--- config.mk ---
export PLATFORM = sky130hd
export DESIGN_NAME = recency_history_table_core
export DESIGN_NICKNAME = d
export VERILOG_FILES = /design/src/design/rht_pkg.sv /design/src/design/recency_history_table_core.sv
export SDC_FILE = /design/constraint.sdc
export NUM_CORES = 1
export LEC_CHECK = 0
export BUFFER_PORTS_ARGS = -buffer_cell sky130_fd_sc_hd__buf_2
export CAP_MARGIN = 20
export CORE_ASPECT_RATIO = 1.75
export CORE_MARGIN = 4
export CORE_UTILIZATION = 45
export CTS_BUF_LIST = sky130_fd_sc_hd__clkbuf_4
export DETAILED_ROUTE_END_ITERATION = 8
export SLEW_MARGIN = 15
export SYNTH_ARGS = -nofsm -noshare
export SYNTH_HDL_FRONTEND = slang
export SYNTH_SLANG_ARGS = --single-unit
export TNS_END_PERCENT = 50
--- constraint.sdc ---
create_clock -name clk -period 7.1 [get_ports clk]
set_input_delay 0.71 -clock clk [delete_from_list [all_inputs] [get_ports clk]]
set_output_delay 0.71 -clock clk [all_outputs]
set_load 0.02 [all_outputs]
--- src/design/rht_pkg.sv ---
package rht_pkg;

    localparam int DEF_HISTORY_DEPTH = 8;

    localparam int SER_W  = 32;
    localparam int TAG_W  = 16;
    localparam int POS_W  = 3;
    localparam int CMD_W  = 2;
    localparam int MAXE_W = 4;

    localparam int APB_ADDR_W = 2;
    localparam int APB_DATA_W = 32;

    // Most entries that one build may list, whatever the table depth.
    localparam logic [4:0] LIST_CAP = 5'd8;

    localparam logic [SER_W-1:0] WINDOW_RESET = 32'h0000_0100;
    localparam logic [SER_W-1:0] SERIAL_RESET = 32'h0000_0001;
    localparam logic [SER_W-1:0] SERIAL_MAX   = 32'hFFFF_FFFF;
    localparam logic [SER_W-1:0] SIGN_FLIP    = 32'h8000_0000;

    localparam logic [CMD_W-1:0] CMD_INSERT = 2'd0;
    localparam logic [CMD_W-1:0] CMD_REMOVE = 2'd1;
    localparam logic [CMD_W-1:0] CMD_BUILD  = 2'd2;

    localparam logic [APB_ADDR_W-1:0] ADDR_RETAIN_WINDOW = 2'd0;

    typedef enum logic [3:0] {
        ST_IDLE,
        ST_SCAN,
        ST_APPLY,
        ST_NULL,
        ST_SORT_LOAD,
        ST_SORT_CMP,
        ST_SORT_ROW,
        ST_LIST,
        ST_FLUSH,
        ST_CLEAR
    } rht_state_t;

endpackage

--- src/design/recency_history_table_core.sv ---
// Recency history table. The block keeps HISTORY_DEPTH entries, each a 16-bit tag with a
// 32-bit age serial, where a serial of zero marks an empty entry. A command transaction
// on the input channel is one of: insert (the tag and the current serial counter go into
// the entry with the lowest serial, the highest index winning a tie), remove oldest (the
// lowest nonzero serial is cleared), or build (the entries are exchange-sorted by
// descending serial, then listed from the front until an empty entry, a stale entry
// whose serial is below counter minus retain_window as a signed comparison, or the limit
// given by max_entries, capped at eight; trailing serials are then cleared unless the
// listing stopped on an empty entry, and the counter advances by one). Any other command
// code yields a single null result. Insert and remove return one result transaction;
// build returns one per listed entry with last set on the final one, or a single null
// result with listed low when nothing was listed. All work runs through one 32-bit
// magnitude comparator and one read/write port on the entry file, sequenced by a small
// state machine, and in_ready is high only while the block is idle. An insert or remove
// scans every entry, then updates the chosen one. A build sorts the entries, one
// compare-exchange per cycle, then lists entries, closes the listing and clears the
// trailing entries. Results are held in an output register, so a waiting result does
// not stop the next command from being accepted once the block is idle. The only
// configuration register, retain_window, sits at byte address 0 of the APB port and
// resets to 256; it must only be written while the block is idle.
module recency_history_table_core
    import rht_pkg::*;
#(
    parameter int HISTORY_DEPTH = DEF_HISTORY_DEPTH
) (
    input  logic                  clk,
    input  logic                  rst_n,
    // Command channel.
    input  logic                  in_valid,
    output logic                  in_ready,
    input  logic [CMD_W-1:0]      command,
    input  logic [TAG_W-1:0]      entry_tag,
    input  logic [MAXE_W-1:0]     max_entries,
    // Result channel.
    output logic                  out_valid,
    input  logic                  out_ready,
    output logic [POS_W-1:0]      position,
    output logic [TAG_W-1:0]      tag_out,
    output logic [SER_W-1:0]      serial_out,
    output logic                  listed,
    output logic                  last,
    // Configuration port.
    input  logic                  psel,
    input  logic                  penable,
    input  logic                  pwrite,
    input  logic [APB_ADDR_W-1:0] paddr,
    input  logic [APB_DATA_W-1:0] pwdata,
    output logic [APB_DATA_W-1:0] prdata,
    output logic                  pready
);

    // The index counter has one spare bit so that it can hold the depth itself.
    localparam int IDX_W = $clog2(HISTORY_DEPTH);
    localparam int CNT_W = IDX_W + 1;

    localparam logic [CNT_W-1:0] DEPTH_C = CNT_W'(HISTORY_DEPTH);
    localparam logic [CNT_W-1:0] LAST_C  = CNT_W'(HISTORY_DEPTH - 1);
    localparam logic [CNT_W-1:0] ONE_C   = CNT_W'(1);
    localparam logic [CNT_W-1:0] TWO_C   = CNT_W'(2);
    localparam logic [4:0]       LIM_DEPTH =
        (HISTORY_DEPTH > 8) ? LIST_CAP : 5'(HISTORY_DEPTH);

    // ---------------------------------------------------------------------
    // State
    // ---------------------------------------------------------------------
    rht_state_t          state_reg, state_next;

    logic [SER_W-1:0]    ser_mem_reg [HISTORY_DEPTH];
    logic [TAG_W-1:0]    tag_mem_reg [HISTORY_DEPTH];

    logic [SER_W-1:0]    counter_reg;
    logic [SER_W-1:0]    window_reg;

    // Command context, captured when a transaction is accepted.
    logic [CMD_W-1:0]    cmd_reg;
    logic [TAG_W-1:0]    in_tag_reg;
    logic [CNT_W-1:0]    limit_reg;

    // Sequencer counters: i_reg is the sort row, k_reg scans, compares, lists and clears.
    logic [IDX_W-1:0]    i_reg;
    logic [CNT_W-1:0]    k_reg;

    // Minimum search for insert and remove.
    logic [SER_W-1:0]    best_reg;
    logic [IDX_W-1:0]    at_reg;
    logic [TAG_W-1:0]    at_tag_reg;
    logic                found_reg;

    // The entry that currently occupies the sort row.
    logic [SER_W-1:0]    cur_ser_reg;
    logic [TAG_W-1:0]    cur_tag_reg;

    // Listing.
    logic [SER_W-1:0]    floor_reg;
    logic                clear_reg;
    logic                pend_valid_reg;
    logic [IDX_W-1:0]    pend_idx_reg;
    logic [TAG_W-1:0]    pend_tag_reg;
    logic [SER_W-1:0]    pend_ser_reg;

    // Output register.
    logic                out_valid_reg;
    logic [POS_W-1:0]    position_reg;
    logic [TAG_W-1:0]    tag_out_reg;
    logic [SER_W-1:0]    serial_out_reg;
    logic                listed_reg;
    logic                last_reg;

    // ---------------------------------------------------------------------
    // Combinational control
    // ---------------------------------------------------------------------
    logic                out_free;
    logic [IDX_W-1:0]    rd_idx;
    logic [SER_W-1:0]    rd_ser;
    logic [TAG_W-1:0]    rd_tag;

    logic                wr_en;
    logic                wr_tag_en;
    logic [IDX_W-1:0]    wr_idx;
    logic [SER_W-1:0]    wr_ser;
    logic [TAG_W-1:0]    wr_tag;

    logic [SER_W-1:0]    cmp_a;
    logic [SER_W-1:0]    cmp_b;
    logic                cmp_le;

    logic                emit;
    logic [POS_W-1:0]    emit_pos;
    logic [TAG_W-1:0]    emit_tag;
    logic [SER_W-1:0]    emit_ser;
    logic                emit_listed;
    logic                emit_last;

    logic                take;
    logic                swap;
    logic                list_end;
    logic                list_ok;
    logic                list_take;
    logic [CNT_W-1:0]    i_plus1;
    logic                sort_done;

    logic [4:0]          lim_a;
    logic [4:0]          lim_b;
    logic [4:0]          lim_c;

    logic                cfg_write;

    assign out_free  = !out_valid_reg || out_ready;
    assign rd_ser    = ser_mem_reg[rd_idx];
    assign rd_tag    = tag_mem_reg[rd_idx];

    // The one shared comparator of the block.
    assign cmp_le    = (cmp_a <= cmp_b);

    assign i_plus1   = CNT_W'(i_reg) + ONE_C;
    assign sort_done = (i_plus1 == LAST_C);

    // Listing limit: zero means no limit of its own, then capped at eight and the depth.
    assign lim_a = (max_entries == '0) ? LIST_CAP : {1'b0, max_entries};
    assign lim_b = (lim_a > LIST_CAP) ? LIST_CAP : lim_a;
    assign lim_c = (lim_b > LIM_DEPTH) ? LIM_DEPTH : lim_b;

    // Next-state logic.
    always_comb
    begin
        state_next = state_reg;
        unique case (state_reg)
            ST_IDLE:
            begin
                if (in_valid)
                begin
                    unique case (command)
                        CMD_INSERT: state_next = ST_SCAN;
                        CMD_REMOVE: state_next = ST_SCAN;
                        CMD_BUILD:  state_next = ST_SORT_LOAD;
                        default:    state_next = ST_NULL;
                    endcase
                end
            end
            ST_SCAN:
            begin
                if (k_reg == LAST_C)
                begin
                    state_next = ST_APPLY;
                end
            end
            ST_APPLY, ST_NULL:
            begin
                if (out_free)
                begin
                    state_next = ST_IDLE;
                end
            end
            ST_SORT_LOAD:
            begin
                state_next = ST_SORT_CMP;
            end
            ST_SORT_CMP:
            begin
                if (k_reg == LAST_C)
                begin
                    state_next = ST_SORT_ROW;
                end
            end
            ST_SORT_ROW:
            begin
                state_next = sort_done ? ST_LIST : ST_SORT_CMP;
            end
            ST_LIST:
            begin
                if (!list_ok)
                begin
                    state_next = ST_FLUSH;
                end
            end
            ST_FLUSH:
            begin
                if (out_free)
                begin
                    state_next = (clear_reg && (k_reg != DEPTH_C)) ? ST_CLEAR : ST_IDLE;
                end
            end
            ST_CLEAR:
            begin
                if (k_reg == LAST_C)
                begin
                    state_next = ST_IDLE;
                end
            end
            default:
            begin
                state_next = ST_IDLE;
            end
        endcase
    end

    // Output and datapath control.
    always_comb
    begin
        in_ready    = 1'b0;
        rd_idx      = k_reg[IDX_W-1:0];
        cmp_a       = rd_ser;
        cmp_b       = best_reg;
        wr_en       = 1'b0;
        wr_tag_en   = 1'b0;
        wr_idx      = k_reg[IDX_W-1:0];
        wr_ser      = '0;
        wr_tag      = cur_tag_reg;
        emit        = 1'b0;
        emit_pos    = '0;
        emit_tag    = '0;
        emit_ser    = '0;
        emit_listed = 1'b0;
        emit_last   = 1'b1;
        take        = 1'b0;
        swap        = 1'b0;
        list_end    = 1'b0;
        list_ok     = 1'b0;
        list_take   = 1'b0;

        unique case (state_reg)
            ST_IDLE:
            begin
                in_ready = 1'b1;
            end
            ST_SCAN:
            begin
                cmp_a = rd_ser;
                cmp_b = best_reg;
                if (cmd_reg == CMD_INSERT)
                begin
                    take = cmp_le;
                end
                else
                begin
                    take = (rd_ser != '0) && cmp_le;
                end
            end
            ST_APPLY:
            begin
                if (out_free)
                begin
                    emit = 1'b1;
                    if (cmd_reg == CMD_INSERT)
                    begin
                        wr_en       = 1'b1;
                        wr_tag_en   = 1'b1;
                        wr_idx      = at_reg;
                        wr_ser      = counter_reg;
                        wr_tag      = in_tag_reg;
                        emit_pos    = POS_W'(at_reg);
                        emit_tag    = in_tag_reg;
                        emit_ser    = counter_reg;
                        emit_listed = 1'b1;
                    end
                    else if (found_reg)
                    begin
                        wr_en       = 1'b1;
                        wr_idx      = at_reg;
                        wr_ser      = '0;
                        emit_pos    = POS_W'(at_reg);
                        emit_tag    = at_tag_reg;
                        emit_listed = 1'b1;
                    end
                end
            end
            ST_NULL:
            begin
                emit = out_free;
            end
            ST_SORT_LOAD:
            begin
                rd_idx = '0;
            end
            ST_SORT_CMP:
            begin
                // Swap when the row holder is strictly below the compared entry.
                cmp_a = rd_ser;
                cmp_b = cur_ser_reg;
                swap  = !cmp_le;
                if (swap)
                begin
                    wr_en     = 1'b1;
                    wr_tag_en = 1'b1;
                    wr_ser    = cur_ser_reg;
                    wr_tag    = cur_tag_reg;
                end
            end
            ST_SORT_ROW:
            begin
                // Write the row holder back and load the next row in the same cycle.
                wr_en     = 1'b1;
                wr_tag_en = 1'b1;
                wr_idx    = i_reg;
                wr_ser    = cur_ser_reg;
                wr_tag    = cur_tag_reg;
                rd_idx    = i_plus1[IDX_W-1:0];
            end
            ST_LIST:
            begin
                // Signed compare by flipping both sign bits: not stale when floor <= serial.
                cmp_a    = floor_reg ^ SIGN_FLIP;
                cmp_b    = rd_ser ^ SIGN_FLIP;
                list_end = (k_reg == DEPTH_C) || (k_reg == limit_reg);
                list_ok  = !list_end && (rd_ser != '0) && cmp_le;
                if (list_ok)
                begin
                    if (pend_valid_reg)
                    begin
                        if (out_free)
                        begin
                            list_take   = 1'b1;
                            emit        = 1'b1;
                            emit_pos    = POS_W'(pend_idx_reg);
                            emit_tag    = pend_tag_reg;
                            emit_ser    = pend_ser_reg;
                            emit_listed = 1'b1;
                            emit_last   = 1'b0;
                        end
                    end
                    else
                    begin
                        list_take = 1'b1;
                    end
                end
            end
            ST_FLUSH:
            begin
                if (out_free)
                begin
                    emit = 1'b1;
                    if (pend_valid_reg)
                    begin
                        emit_pos    = POS_W'(pend_idx_reg);
                        emit_tag    = pend_tag_reg;
                        emit_ser    = pend_ser_reg;
                        emit_listed = 1'b1;
                    end
                end
            end
            ST_CLEAR:
            begin
                wr_en  = 1'b1;
                wr_ser = '0;
            end
            default:
            begin
                in_ready = 1'b0;
            end
        endcase
    end

    // ---------------------------------------------------------------------
    // Registers
    // ---------------------------------------------------------------------
    always_ff @(posedge clk or negedge rst_n)
    begin
        if (!rst_n)
        begin
            state_reg <= ST_IDLE;
        end
        else
        begin
            state_reg <= state_next;
        end
    end

    // Entry file: serials reset to empty, tags to zero.
    always_ff @(posedge clk or negedge rst_n)
    begin
        if (!rst_n)
        begin
            for (int e = 0; e < HISTORY_DEPTH; e++)
            begin
                ser_mem_reg[e] <= '0;
                tag_mem_reg[e] <= '0;
            end
        end
        else if (wr_en)
        begin
            ser_mem_reg[wr_idx] <= wr_ser;
            if (wr_tag_en)
            begin
                tag_mem_reg[wr_idx] <= wr_tag;
            end
        end
    end

    // Configuration register and serial counter.
    assign cfg_write = psel && penable && pwrite && (paddr == ADDR_RETAIN_WINDOW);

    always_ff @(posedge clk or negedge rst_n)
    begin
        if (!rst_n)
        begin
            window_reg  <= WINDOW_RESET;
            counter_reg <= SERIAL_RESET;
        end
        else
        begin
            if (cfg_write)
            begin
                window_reg <= pwdata;
            end
            if ((state_reg == ST_FLUSH) && out_free)
            begin
                counter_reg <= counter_reg + SERIAL_RESET;
            end
        end
    end

    assign prdata = (paddr == ADDR_RETAIN_WINDOW) ? window_reg : '0;
    assign pready = 1'b1;

    // Sequencer control registers.
    always_ff @(posedge clk or negedge rst_n)
    begin
        if (!rst_n)
        begin
            k_reg          <= '0;
            i_reg          <= '0;
            found_reg      <= 1'b0;
            clear_reg      <= 1'b1;
            pend_valid_reg <= 1'b0;
            cmd_reg        <= CMD_INSERT;
            limit_reg      <= '0;
        end
        else
        begin
            unique case (state_reg)
                ST_IDLE:
                begin
                    if (in_valid)
                    begin
                        cmd_reg   <= command;
                        limit_reg <= CNT_W'(lim_c);
                        k_reg     <= '0;
                        found_reg <= 1'b0;
                    end
                end
                ST_SCAN:
                begin
                    if (take)
                    begin
                        found_reg <= 1'b1;
                    end
                    k_reg <= k_reg + ONE_C;
                end
                ST_SORT_LOAD:
                begin
                    i_reg <= '0;
                    k_reg <= ONE_C;
                end
                ST_SORT_CMP:
                begin
                    k_reg <= k_reg + ONE_C;
                end
                ST_SORT_ROW:
                begin
                    i_reg <= i_plus1[IDX_W-1:0];
                    if (sort_done)
                    begin
                        k_reg          <= '0;
                        clear_reg      <= 1'b1;
                        pend_valid_reg <= 1'b0;
                    end
                    else
                    begin
                        k_reg <= CNT_W'(i_reg) + TWO_C;
                    end
                end
                ST_LIST:
                begin
                    if (list_take)
                    begin
                        pend_valid_reg <= 1'b1;
                        k_reg          <= k_reg + ONE_C;
                    end
                    else if (!list_end && (rd_ser == '0))
                    begin
                        clear_reg <= 1'b0;
                    end
                end
                ST_FLUSH:
                begin
                    if (out_free)
                    begin
                        pend_valid_reg <= 1'b0;
                    end
                end
                ST_CLEAR:
                begin
                    k_reg <= k_reg + ONE_C;
                end
                default:
                begin
                    k_reg <= k_reg;
                end
            endcase
        end
    end

    // Payload registers of the sequencer.
    always_ff @(posedge clk)
    begin
        unique case (state_reg)
            ST_IDLE:
            begin
                if (in_valid)
                begin
                    in_tag_reg <= entry_tag;
                    best_reg   <= SERIAL_MAX;
                    at_reg     <= '0;
                    at_tag_reg <= '0;
                end
            end
            ST_SCAN:
            begin
                if (take)
                begin
                    best_reg   <= rd_ser;
                    at_reg     <= k_reg[IDX_W-1:0];
                    at_tag_reg <= rd_tag;
                end
            end
            ST_SORT_LOAD:
            begin
                cur_ser_reg <= rd_ser;
                cur_tag_reg <= rd_tag;
                floor_reg   <= counter_reg - window_reg;
            end
            ST_SORT_CMP:
            begin
                if (swap)
                begin
                    cur_ser_reg <= rd_ser;
                    cur_tag_reg <= rd_tag;
                end
            end
            ST_SORT_ROW:
            begin
                cur_ser_reg <= rd_ser;
                cur_tag_reg <= rd_tag;
            end
            ST_LIST:
            begin
                if (list_take)
                begin
                    pend_idx_reg <= k_reg[IDX_W-1:0];
                    pend_tag_reg <= rd_tag;
                    pend_ser_reg <= rd_ser;
                end
            end
            default:
            begin
                best_reg <= best_reg;
            end
        endcase
    end

    // Output register.
    always_ff @(posedge clk or negedge rst_n)
    begin
        if (!rst_n)
        begin
            out_valid_reg <= 1'b0;
        end
        else if (emit)
        begin
            out_valid_reg <= 1'b1;
        end
        else if (out_ready)
        begin
            out_valid_reg <= 1'b0;
        end
    end

    always_ff @(posedge clk)
    begin
        if (emit)
        begin
            position_reg   <= emit_pos;
            tag_out_reg    <= emit_tag;
            serial_out_reg <= emit_ser;
            listed_reg     <= emit_listed;
            last_reg       <= emit_last;
        end
    end

    assign out_valid  = out_valid_reg;
    assign position   = position_reg;
    assign tag_out    = tag_out_reg;
    assign serial_out = serial_out_reg;
    assign listed     = listed_reg;
    assign last       = last_reg;

endmodule

* Word-level counts from Yosys, hierarchy flattened *
Index checks and enable logic that the tools add are counted.

storage, ports and cells
  logic and storage cells = 253
  flip-flop bits (word level) = 720
  input bits = 63

operators by class
  add/subtract/negate cells = 5
  mux-type cells = 121
  order comparisons = 6
  bitwise operators = 4
  reductions and logical operators = 46
  equal/unequal tests = 29

operators by type and width
  operator                 number
  $mux W32                 16
  $mux W16                 17
  $bwmux W256              1
  $pmux W32 S2             3
  $pmux W32 S3             2
  $bwmux W128              1
  $bmux W32 S3             1
  $demux W32 S3            1
  $pmux W16 S2             2
  $mux W4                  14
  $bmux W16 S3             1
  $demux W16 S3            1
  $pmux W16 S3             1
  $mux W3                  13
  $pmux W4 S9              1
  $add A32 B1 Y32 const B  1
  $le A32 B32 Y1           1
  $logic_not A32 Y1        1
  $reduce_bool A32 Y1      1
  $sub A32 B32 Y32         1
  $mux W1                  31
  $pmux W3 S2              5
  $ne A2 B2 Y1 const B     13
  $eq A4 B3 Y1 const B     6
  other kinds (34)         76

* Depth between registers and ports, before layout *
  word-level depth = 14
  gate-level depth with buffers = 28

* Least setup slack after synthesis *
OpenSTA, ideal clock, no wires.

  path type = flip-flop to flip-flop
  from = register i_reg[0]
  to = register last_reg (netlist: last) (enable)
  buffers on the path = 6
  data required time = 6.636 ns
  library setup time = 0.464 ns
  arrival time = 7.377 ns
  cell stages (with the launch flop) = 26
  slack = -0.740 ns
  clock period less this slack = 7.840 ns
  cells stage by stage = dfrtp_1 > clkbuf_1 > inv_1 > ha_1 > nor2b_1 > mux2_4 > buf_2 > buf_2 > clkbuf_1 > clkbuf_1 > clkbuf_1 > nand2_1 > a311oi_1 > a21oi_1 > inv_1 > a222oi_1 > ha_1 > and3_1 > a221o_1 > a22o_1 > nor4_1 > o22a_1 > nor2_1 > a211oi_4 > a21oi_1 > nor2_1

RTL lines
  item                                                          RTL line                                                              RTL
  from (decl)                                                   recency_history_table_core.sv:80                                      logic [IDX_W-1:0] i_reg;
  from (signal assigned)                                        recency_history_table_core.sv:500                                     i_reg <= i_plus1[IDX_W-1:0];
  $add A3 B1 Y4 (*)                                             recency_history_table_core.sv:155                                     assign i_plus1 = CNT_W'(i_reg) + ONE_C;
  $pmux W3 S2 (*)                                               recency_history_table_core.sv:261                                     unique case (state_reg)
  $not A3 Y4 (not written as such) (*)                          recency_history_table_core.sv:149                                     assign rd_ser = ser_mem_reg[rd_idx];
  $bmux W32 S3 (*)                                              recency_history_table_core.sv:149
  $mux W32 (not written as such) (*) (2 in a row)               recency_history_table_core.sv:149
  net rd_ser[17]                                                recency_history_table_core.sv:114                                     logic [SER_W-1:0] rd_ser;
  $pmux W32 S2 (tied with other cells)                          recency_history_table_core.sv:261
  $le A32 B32 Y1 / $logic_and A1 B1 Y1 (equally long branches)  recency_history_table_core.sv:153, recency_history_table_core.sv:345
  $logic_and A1 B1 Y1 (*)                                       recency_history_table_core.sv:345                                     list_ok = !list_end && (rd_ser != '0) && cmp_le;
  $mux W1 (*)                                                   recency_history_table_core.sv:346                                     if (list_ok)
  $pmux W1 S3 (*)                                               recency_history_table_core.sv:261
  net emit                                                      recency_history_table_core.sv:127                                     logic emit;
  to (signal assigned)                                          recency_history_table_core.sv:626                                     last_reg <= emit_last;
  to (decl)                                                     recency_history_table_core.sv:107                                     logic last_reg;

Mark *: on every way through the listed nets, which the timed path passes. The rest lies on a longest branch. The select of a mux whose other input is x is not followed.
A chain may end at the register's enable or synchronous reset.

* Final worst setup path *
  from = register i_reg[0]
  to = register ser_mem_reg[67] (netlist name)

RTL lines
  item                                             RTL line                           RTL
  $add A3 B1 Y4 (*)                                recency_history_table_core.sv:155
  $pmux W3 S2 (*)                                  recency_history_table_core.sv:261
  $not A3 Y4 (not written as such) (*)             recency_history_table_core.sv:149
  $bmux W32 S3 (*)                                 recency_history_table_core.sv:149
  $mux W32 (not written as such) (*) (2 in a row)  recency_history_table_core.sv:149
  net rd_ser[23]                                   recency_history_table_core.sv:114
  $pmux W32 S2 / $mux W32 (equally long branches)  recency_history_table_core.sv:261
  $le A32 B32 Y1 (*)                               recency_history_table_core.sv:153  assign cmp_le = (cmp_a <= cmp_b);
  $mux W32                                         recency_history_table_core.sv:321  if (swap)
  $pmux W32 S3                                     recency_history_table_core.sv:261
  $bwmux W256                                      recency_history_table_core.sv:421  ser_mem_reg[wr_idx] <= wr_ser;
  to (signal, indexed assignment)                  recency_history_table_core.sv:421
  to (decl)                                        recency_history_table_core.sv:68   logic [SER_W-1:0] ser_mem_reg [HISTORY_DEPTH];

Marked as above.

==> reports/metrics.cfg <==
[run_status]
status=finished, final reports clean

[timing]
final_hold_viol_count=0
max_freq_ghz=0.148
fin_crit_sh_pct=94.9
worst_pin_slew_ns=1.25
setup_viol=0
slew_viol_final=0
fin_skew_ns=0.0542
setup_tns_ns=0
fin_ws_ns=0.364
rsz0062_at_grt=no
finalCriticalPeriod_ns=6.74
maxSlewHeadroom_pct=16.1

[layout]
fill_cells=6749
drive_gt1_share_pct=24.5
syn_to_final_growth_pct=15.3
nets=3481
area.sequential_mm2=0.0193
finalCoreUtilization_pct=52.3
multi_input_area_mm2=0.0138
largest_reg_flops=256

[synth]
ys.flop_type=dfrtp_1
synthArstFlopShare_pct=65.1
synth_most_common_cell=nand2_1
syn-cell-area_mm2=0.0340
synth_seq_area_share_pct=56.6
synth.distinct_cells=88
synthTopCellsByArea=dfrtp_1, edfxtp_1, mux2_2, nand2_1, a21oi_1
synth.largest_area_cell=dfrtp_1
synth_common_cells=nand2_1, dfrtp_1, mux2_2
synth_top_area_share_pct=34.3
synth.net_count=3189
yosys_warnings=0
syn-instance-count=3056
avgSynthCellArea_um2=11.1
synth_edf_count=251
synth-seq-cells=720

[detailed_routing]
avgViaCountPerCell=5.72
wl_per_cell_um=22.5
num_vias=25800
drc=0
drt-initial-drc-count=1723
antenna_left=0
drt-total-wl_mm=101
dr.pass1.iters=8

[critical_path]
cp_max_fo=53
crit_path_end_kind=register
crit_family=simple AND/OR/NAND/NOR gates
cp_slowest_stage_delay_ns=0.67
critical_path_class=reg -> reg
cp_slowest_cell=nor4_1
cp-start-kind=register
worst_ep_required_time_ns=8.00
cp_data_arrival_time_ns=7.64
critPathBufInv=8
cpMostUsedCell=buf_4

[power_and_ir_drop]
switching_share_pct=38.0
comb_power_share_pct=35.4
power_density_mw_per_mm2=372
p_seq_share_pct=40.9
switchingPower_mw=5.54
p_int_mw=9.05
clkPwrFrac_pct=23.8
ir_drop_mv=0.213
leakagePower_nw=17.5

[clock_tree]
path_clk_slew_ns=0.07
root_buffer=clkbuf_4
cts_buffers=168
postCtsHoldBufs=58
cts_tree=done
postCtsSetupRepairBufs=0
clock-sinks=720
htreeDepth=4
clk_latency_ns=1.05
clk_path_buf_depth=3
cts-resized-gates=0

[grt]
grt_usage_pct=25.1
grt_overflow_total=0
grt_max_degree=156
grt_first_pass_wirelength_mm=156
grt_pass1_vias=26800
antenna_found_initial=4

[floorplanning]
die-area_mm2=0.0803
design.core.area_mm2=0.0751
start_util_pct=45.4
row_count=133
dieHeight_um=372
io_pins=151
dieWidth_um=216

[worst_hold_path]
hold_class=in -> reg

[place]
post-place-ws_ns=0.447
gp_congestion=0.938
dpl.hpwl_mm=69.5
numPortBuffers=149

[job]
max_cap_viol_count=0

logic make-up after synthesis:
group,synth area share [%]
xor+xnor,1.70
simple gates,13.8
flops,56.6
compound gates,12.3
buf+inv,3.34
fa+ha+maj,2.59
mux,9.68
other cells,0.0110
path summary, 6_finish.rpt:
check,from,end,slack (ns),cells after the start
max,i_reg[0],ser_mem_reg[67],0.36,25
min,out_ready,out_valid,0.17,3
max reg2reg,i_reg[0],ser_mem_reg[67],0.36,25
min reg2reg,tag_mem_reg[35],tag_mem_reg[35],0.48,2
max in group asynchronous,rst_n,tag_mem_reg[55],5.29,3
min in group asynchronous,rst_n,tag_mem_reg[92],0.27,2
cell usage in the layout, fill, tap and decap left out, types with 64 or more instances in the layout:
| master | synthesis | layout |
|---|---|---|
| nand2_1 | 479 | 477 |
| dfrtp_1 | 466 | 466 |
| mux2_2 | 258 | 258 |
| edfxtp_1 | 251 | 251 |
| clkbuf_4 | 0 | 248 |
| a21oi_1 | 180 | 180 |
| nor2_1 | 175 | 167 |
| buf_2 | 18 | 148 |
| o21ai_0 | 125 | 125 |
| buf_4 | 11 | 87 |
| inv_1 | 78 | 78 |
| ha_1 | 69 | 69 |
| a22o_1 | 64 | 64 |
per-layer routing:
metal	global-route usage (%)	share of wire [%]	vias to the layer above
li1	-	-	11800
met1	27.6	38	12800
met2	46.7	53	875
met3	4.31	4.6	257
met4	12.1	4.6	0
met5	0	0	-
power by group through the flow:
| stage | combinational, mW | sequential (mW) | clock, mW |
|---|---|---|---|
| 3_3_place_gp | 5.04 | 6.01 | 0 |
| 5_1_grt | 5.60 | 6.04 | 3.81 |
| 2_1_floorplan | 3.15 | 6.00 | 0 |
| 6_report | 5.16 | 5.96 | 3.47 |
| 4_1_cts | 5.18 | 5.96 | 3.58 |
| 3_5_place_dp | 5.13 | 6.03 | 0 |
per-stage QoR:
step	std cells	cell area [um^2]	total power [mW]	hold slack [ns]
finish	4501	39200	14.6	0.170
global route	4500	39200	15.4	0.0795
CTS	4498	39200	14.7	0.0415
detailed placement	4132	36400	11.2	0.470
global placement	4132	36400	11.0	0.461
floorplan	3056	34000	9.15	0.414
cell type report:
| cell class | count | area share (%) |
|---|---|---|
| flip-flops and latches | 720 | 49.1 |
| multi-input cells | 2064 | 35.0 |
| repair buffers | 315 | 6.14 |
| clock buffers | 248 | 4.74 |
| well taps | 1012 | 3.23 |
| clock inverters | 60 | 0.944 |
| inverters | 79 | 0.756 |
| diodes | 3 | 0.0191 |
worst reg2reg max path: stages (launching register included):
cell	delay, ns
dfrtp_1	0.57
inv_1	0.17
ha_1	0.32
nor2b_1	0.16
buf_4	0.16
mux2i_4	0.10
buf_12	0.19
buf_4	0.29
a211oi_1	0.30
a311oi_1	0.07
a21oi_1	0.41
inv_1	0.15
a222oi_1	0.34
ha_1	0.21
nand2_1	0.07
nor4_1	0.36
nand3_1	0.36
nor4_1	0.67
buf_4	0.28
o31ai_1	0.08
a21boi_0	0.28
buf_4	0.19
nor2_1	0.06
nand2_1	0.16
buf_12	0.27
mux2_2	0.39
(Power assumes the default switching activity.)
